## src/design/plti_pkg.sv

```systemverilog
package plti_pkg;

	localparam int TABLE_DEPTH = 256;
	localparam int IDX_W       = $clog2(TABLE_DEPTH);
	localparam int CNT_W       = 9;
	localparam int TIME_W      = 32;
	localparam int VAL_W       = 32;
	localparam int NUM_W       = 64;
	localparam int DIV_STEPS   = 32;
	localparam int DIV_CNT_W   = $clog2(DIV_STEPS);

	localparam logic [CNT_W-1:0] COUNT_RESET = CNT_W'(2);

	localparam logic FUNC_WRITE = 1'b0;
	localparam logic FUNC_QUERY = 1'b1;

	typedef enum logic [3:0] {
		ST_IDLE,
		ST_RD_FIRST,
		ST_RD_LAST,
		ST_SEARCH,
		ST_RD_LEFT,
		ST_RD_RIGHT,
		ST_PREP,
		ST_MUL1,
		ST_MUL2,
		ST_SUM,
		ST_DIV_GO,
		ST_DIV_WAIT,
		ST_OUT
	} plti_state_t;

endpackage

```

## src/design/plti_div.sv

```systemverilog
module plti_div import plti_pkg::*; (
	input  logic                    clk,
	input  logic                    arst_n,
	input  logic                    start,
	input  logic signed [NUM_W-1:0] num,
	input  logic [TIME_W-1:0]       den,
	output logic                    done,
	output logic signed [VAL_W-1:0] quot
);

	logic                 run_q;
	logic                 done_q;
	logic [DIV_CNT_W-1:0] cnt_q;
	logic [TIME_W-1:0]    rem_q;
	logic [TIME_W-1:0]    sh_q;
	logic [TIME_W-1:0]    den_q;
	logic                 neg_q;
	logic [NUM_W-1:0]     mag;
	logic [TIME_W+1:0]    trial;

	assign mag   = num[NUM_W-1] ? NUM_W'(-num) : NUM_W'(num);
	assign trial = {1'b0, rem_q, sh_q[TIME_W-1]} - {2'b00, den_q};

	always_ff @(posedge clk or negedge arst_n) begin
		if (!arst_n) begin
			run_q  <= 1'b0;
			done_q <= 1'b0;
			cnt_q  <= '0;
		end else begin
			done_q <= !start && run_q && (cnt_q == DIV_CNT_W'(DIV_STEPS - 1));
			if (start) begin
				run_q <= 1'b1;
				cnt_q <= '0;
			end else if (run_q) begin
				cnt_q <= cnt_q + 1'b1;
				if (cnt_q == DIV_CNT_W'(DIV_STEPS - 1)) begin
					run_q <= 1'b0;
				end
			end
		end
	end

	// one quotient bit per cycle, restoring
	always_ff @(posedge clk) begin
		if (start) begin
			rem_q <= mag[NUM_W-1:TIME_W];
			sh_q  <= mag[TIME_W-1:0];
			den_q <= den;
			neg_q <= num[NUM_W-1];
		end else if (run_q) begin
			if (!trial[TIME_W+1]) begin
				rem_q <= trial[TIME_W-1:0];
				sh_q  <= {sh_q[TIME_W-2:0], 1'b1};
			end else begin
				rem_q <= {rem_q[TIME_W-2:0], sh_q[TIME_W-1]};
				sh_q  <= {sh_q[TIME_W-2:0], 1'b0};
			end
		end
	end

	assign done = done_q;
	assign quot = neg_q ? VAL_W'(-sh_q) : VAL_W'(sh_q);

endmodule

```

## config.mk

```make
export PLATFORM = sky130hd
export DESIGN_NAME = plti_div
export DESIGN_NICKNAME = d
export VERILOG_FILES = /design/src/design/plti_pkg.sv /design/src/design/plti_div.sv
export SDC_FILE = /design/constraint.sdc
export NUM_CORES = 1
export LEC_CHECK = 0
export ABC_CLOCK_PERIOD_IN_PS = 3280
export BUFFER_PORTS_ARGS = -buffer_cell sky130_fd_sc_hd__buf_2
export CAP_MARGIN = 20
export CORE_UTILIZATION = 50
export CTS_BUF_LIST = sky130_fd_sc_hd__clkbuf_8
export DETAILED_ROUTE_END_ITERATION = 8
export GPL_TIMING_DRIVEN = 0
export PLACE_DENSITY = 0.76
export SLEW_MARGIN = 25
export SYNTH_ARGS = -nofsm -noshare
export SYNTH_HDL_FRONTEND = slang
export SYNTH_SLANG_ARGS = --single-unit
```

## constraint.sdc

```tcl
create_clock -name clk -period 3.28 [get_ports clk]
set_input_delay 0.328 -clock clk [delete_from_list [all_inputs] [get_ports clk]]
set_output_delay 0.328 -clock clk [all_outputs]
set_load 0.02 [all_outputs]
```

==> Word-level counts from Yosys, hierarchy flattened <==
Cells that the tools add are included.
Widths: inputs -> output; s select.
{ "op_classes": {"n_reduce_logical": 4, "n_mux": 13, "n_eq_ne": 1, "magnitude_cmp": 0, "bitwise": 0, "n_addsub": 4, "multipliers": 0, "shift": 0, "div_mod_pow": 0} }
{ "op_table": {"columns": ["op", "count"], "rows": [
  ["$mux 32", 6],
  ["$mux 64", 1],
  ["$neg 64->64", 1],
  ["$sub 33x32->34", 1],
  ["$neg 32->32", 1],
  ["$mux 5", 2],
  ["$add 5x1->5 const B", 1],
  ["$eq 5x5->1 const B", 1],
  ["$mux 1", 4],
  ["$logic_and 1x1->1", 2],
  ["$reduce_bool 2->1", 1],
  ["$logic_not 1->1", 1]
]} }
{ "totals": {"in_bits": 99, "out_inout_bits": 33, "memories": 0, "latch_bits": 0, "regBits": 104, "rom_bits": 0, "ram_bits": 0} }

==> Depth between registers and ports, before layout <==
{ "logic_depth": {"depth_word": 4, "mapped_depth": 14, "ltp_nobuf": 12} }

==> Worst setup path before layout <==
Ideal clock, no wire load.
{ "synth_timing": {"kind": "register to register", "from": "register rem_q[7]", "to": "register rem_q[31] (data pin)", "stages_incl_launch_ff": 14, "slack_ns": 0.309, "arrival_ns": 2.715, "synth_period_minus_slack_ns": 2.971, "cell_sequence": "edfxtp_1 > ha_1 > clkbuf_1 > nand2_1 > o21ai_0 > a21oi_1 > a21oi_1 > o211ai_1 > a21oi_1 > a221o_1 > buf_2 > buf_4 > o32ai_1 > a31o_2"} }
{ "synth_via": {"elab_chain_len": 4} }
{ "synth_rtl": {"columns": ["element", "line_no", "text"], "rows": [
  ["from (decl)", "plti_div.sv:14", "logic [TIME_W-1:0] rem_q;"],
  ["from (signal assigned)", "plti_div.sv:46", "rem_q <= mag[NUM_W-1:TIME_W];"],
  ["from (signal assigned)", "plti_div.sv:52", "rem_q <= trial[TIME_W-1:0];"],
  ["from (signal assigned)", "plti_div.sv:55", "rem_q <= {rem_q[TIME_W-2:0], sh_q[TIME_W-1]};"],
  ["$sub 33x32->34", "plti_div.sv:22", "assign trial = {1'b0, rem_q, sh_q[TIME_W-1]} - {2'b00, den_q};"],
  ["$mux 32", "plti_div.sv:51", "if (!trial[TIME_W+1]) begin"],
  ["$mux 32", "plti_div.sv:50", "end else if (run_q) begin"],
  ["$mux 32", "plti_div.sv:45", "if (start) begin"]
]} }
Every way passes these cells. The select of a mux whose other input is x is not followed.
A chain may end at the register's enable or synchronous reset.

==> Final worst setup path <==
{ "layout_timing": {"from": "register sh_q[5]", "to": "output quot[30]"} }
{ "layout_via": {"elab_chain_len": 2} }
{ "layout_rtl": {"columns": ["element", "line_no", "text"], "rows": [
  ["from (decl)", "plti_div.sv:15", "logic [TIME_W-1:0] sh_q;"],
  ["from (signal assigned)", "plti_div.sv:47", "sh_q <= mag[TIME_W-1:0];"],
  ["from (signal assigned)", "plti_div.sv:53", "sh_q <= {sh_q[TIME_W-2:0], 1'b1};"],
  ["from (signal assigned)", "plti_div.sv:56", "sh_q <= {sh_q[TIME_W-2:0], 1'b0};"],
  ["$neg 32->32", "plti_div.sv:62", "assign quot = neg_q ? VAL_W'(-sh_q) : VAL_W'(sh_q);"],
  ["$mux 32", "plti_div.sv:62", null],
  ["to (decl)", "plti_div.sv:8", "output logic signed [VAL_W-1:0] quot"]
]} }
Every way passes these cells.

==> impl_results.md <==
* Status: finished, final reports clean
* Layout cell share with drive strength beyond 1 at 0.240
* Final nets at 1,127
* Port buffer count at 131
* Syn_area_per_cell at 9.54 um^2
* Syn_nets at 966
* Most used DFF post-synth: edfxtp_1
* Synthesized instance count at 830
* Compound-Gate Fraction of Synth Area at 0.165
* Final setup fails at 0
* Crit path kind: flop to output port
* Synthesized flop and latch total at 104
* Period utilization at 0.991
* FFs w/ async S/R, synth at 0.0673
* Post-synthesis mux area share at 0.0531
* RSZ-0062 raised after global routing: true
* Initial antenna violation count at 2
* Design Area, Final at 9550 um^2
* Root Buffer: clkbuf_8
* Peak Freq at 308 MHz
* First-pass GRT wire length at 33,800 um
* Largest family of logic cells by synthesized area: compound AO/OA/AOI/OAI gates
* Pre-antenna DRT Iters at 5
* CTS tree: built
* Synth Area in XOR/XNOR at 0.134
* Placed instance area at 8860 um^2
* Later-pin clock latency in the skew report at 0.40 ns
* Final ANT Viol Nets at 0
* DRC at 0
* Final Hold Viols at 0
* Lkg Pwr at 3.97 nW
* Vias/cell at 5.90
* Setup TNS at 0 ns
* Largest net degree at the start of global routing at 39
* Sequential element share of the synthesized area at 0.390
* Clock sinks at 104
* Yosys warnings at 0
* Vias in the first global route at 6,671
* 1st-iter DRT viols at 488
* CP Data Required Time at 2.95 ns
* Simple-Gate Fraction of Synth Area at 0.156
* Pins over their slew limit at 0
* Worst Setup End Kind: output port
* Area delta synth->final at 20.7%
* Worst setup margin at 0.0284 ns
* CORE AREA at 15,300 um^2
* Max VDD drop at 0.441 mV
* Routed WL at 21,800 um
* Worst hold path type: primary input to flop
* Worst slew margin at 0.409
* Std cell rows at 45
* Post-Synth Adder-Cell Area at 0.0594
* Die Span X at 128 um
* GR Util All Layers at 0.269
* Commonest non-fill, non-tap cell in the layout: buf_2
* Clock Skew at 0.0130 ns
* Post-synth EDFFs at 97
* Pwr Density at 689 nW/um^2
* Critical Path Fanout Max at 4
* Worst Hold Margin at 0.0964 ns
* WP data arrival at 2.92 ns
* Total die area at 16,300 um^2
* DR vias at 7,142
* HPWL after DPL at 16,000 um
* Synth cell types at 68
* Min cycle time layout at 3.25 ns
* Most frequent cells in the layout: buf_2, edfxtp_1, nand2_1, nor2_1, xnor2_1
* Drt wl/cell at 18.0 um
* H-tree levels at 3
* Ports at 132
* Num CTS Buffers at 9
* # Max-Cap Violations at 0
* Worst Max-Slew Pin Slew at 0.878 ns
* Die Y at 128 um
* CP Launch Type: flop
* Final Wtd Congestion at 0.925
* Total global routing overflow at 0
* Worst slack, placed at -0.564 ns
* Mapped cell area at 7920 um^2
* Initial core utilization at 0.517
* Clock slew at reported path FFs at 0.11 ns
* CTS max path bufs at 2
## cells by family after synthesis
group / count (synthesis)
AND/OR/NAND/NOR: 244
AO/OA/AOI/OAI: 202
XOR/XNOR: 121
flip-flops: 104
buffers and inverters: 80
multiplexers: 42
adder cells (fa/ha/maj): 37
## cells in the mapped netlist (12+ instances only)
cell type  number  share of area
edfxtp_1       97           0.37
nand2_1        73          0.035
nor2_1         65          0.031
xnor2_1        61          0.067
xor2_1         60          0.066
a21oi_1        59          0.037
o21ai_0        51          0.032
inv_1          46          0.022
mux2i_1        42          0.053
ha_1           36          0.057
o31ai_1        23          0.022
clkbuf_1       19         0.0090
o41ai_1        15          0.017
nor3_1         14         0.0089
a21o_1         13          0.012
nand3_1        13         0.0082
or4_1          12          0.011
## registers in the layout, summed over array words and instances (netlist names)
name   flops
cnt_q      5
den_q     32
done       1
neg_q      1
rem_q     32
run_q      1
sh_q      32
## through the flow
step,power [mW],instances,util
after floorplan,4.45,830,-
after global placement,5.19,1172,0.577
after detailed placement,5.27,1173,0.579
after CTS,6.31,1198,0.609
after global routing,7.00,1208,0.624
final,6.59,1210,0.624
## worst max-delay path: stages (launching register included)
cell and delay, ns:
edfxtp_1 0.43, or4_4 0.57, nor4_4 0.16, and2b_2 0.22
nand4_1 0.16, or3_4 0.42, o21ai_0 0.22, xnor2_1 0.17
buf_2 0.20
## path summary, 6_finish.rpt
path                                 startpoint                    to  slack [ns]  cells after the start
max                           sh_q[5]$_DFFE_PP_              quot[30]        0.03                      8
min                                     den[13]   den_q[13]$_DFFE_PP_         0.1                      1
max reg2reg                  sh_q[31]$_DFFE_PP_   rem_q[30]$_DFFE_PP_        0.03                     12
min reg2reg                cnt_q[4]$_DFFE_PN0P_  cnt_q[4]$_DFFE_PN0P_        0.55                      2
max in group asynchronous                arst_n       run_q$_DFF_PN0_        2.84                      2
min in group asynchronous                arst_n        done$_DFF_PN0_        0.29                      2
## layout make-up
class | instances | area [um^2]
Fill cell | 1302 | 5760
Multi-Input combinational cell | 646 | 4790
Sequential cell | 104 | 3090
Timing Repair Buffer | 153 | 848
Tap cell | 211 | 264
Inverter | 46 | 173
Buffer | 31 | 164
Clock buffer | 9 | 124
Clock inverter | 7 | 95.1
Antenna cell | 3 | 7.51
## repair_timing
| action | 4_1_cts | 5_1_grt |
|---|---|---|
| hold endpoints to repair | 7 | 0 |
| pin swaps | 7 | 18 |
| setup endpoints to repair | 44 | 36 |
| hold buffers | 1 | 0 |
| buffers inserted | 11 | 9 |
| resized for setup | 30 | 34 |
## per-layer routing
metal,global-route usage,vias to the layer above,wire length [um]
met1,0.359,3441,9270
met4,0.0983,0,556
met3,0.0405,42,1550
met2,0.444,276,10400
met5,0,-,0
li1,-,3383,-
## report_power, final
part	total, mW	switching, mW	internal [mW]
combinational	3.57	1.97	1.60
clock	0.900	0.469	0.431
sequential	2.11	0.265	1.85
(Power assumes the default switching activity.)
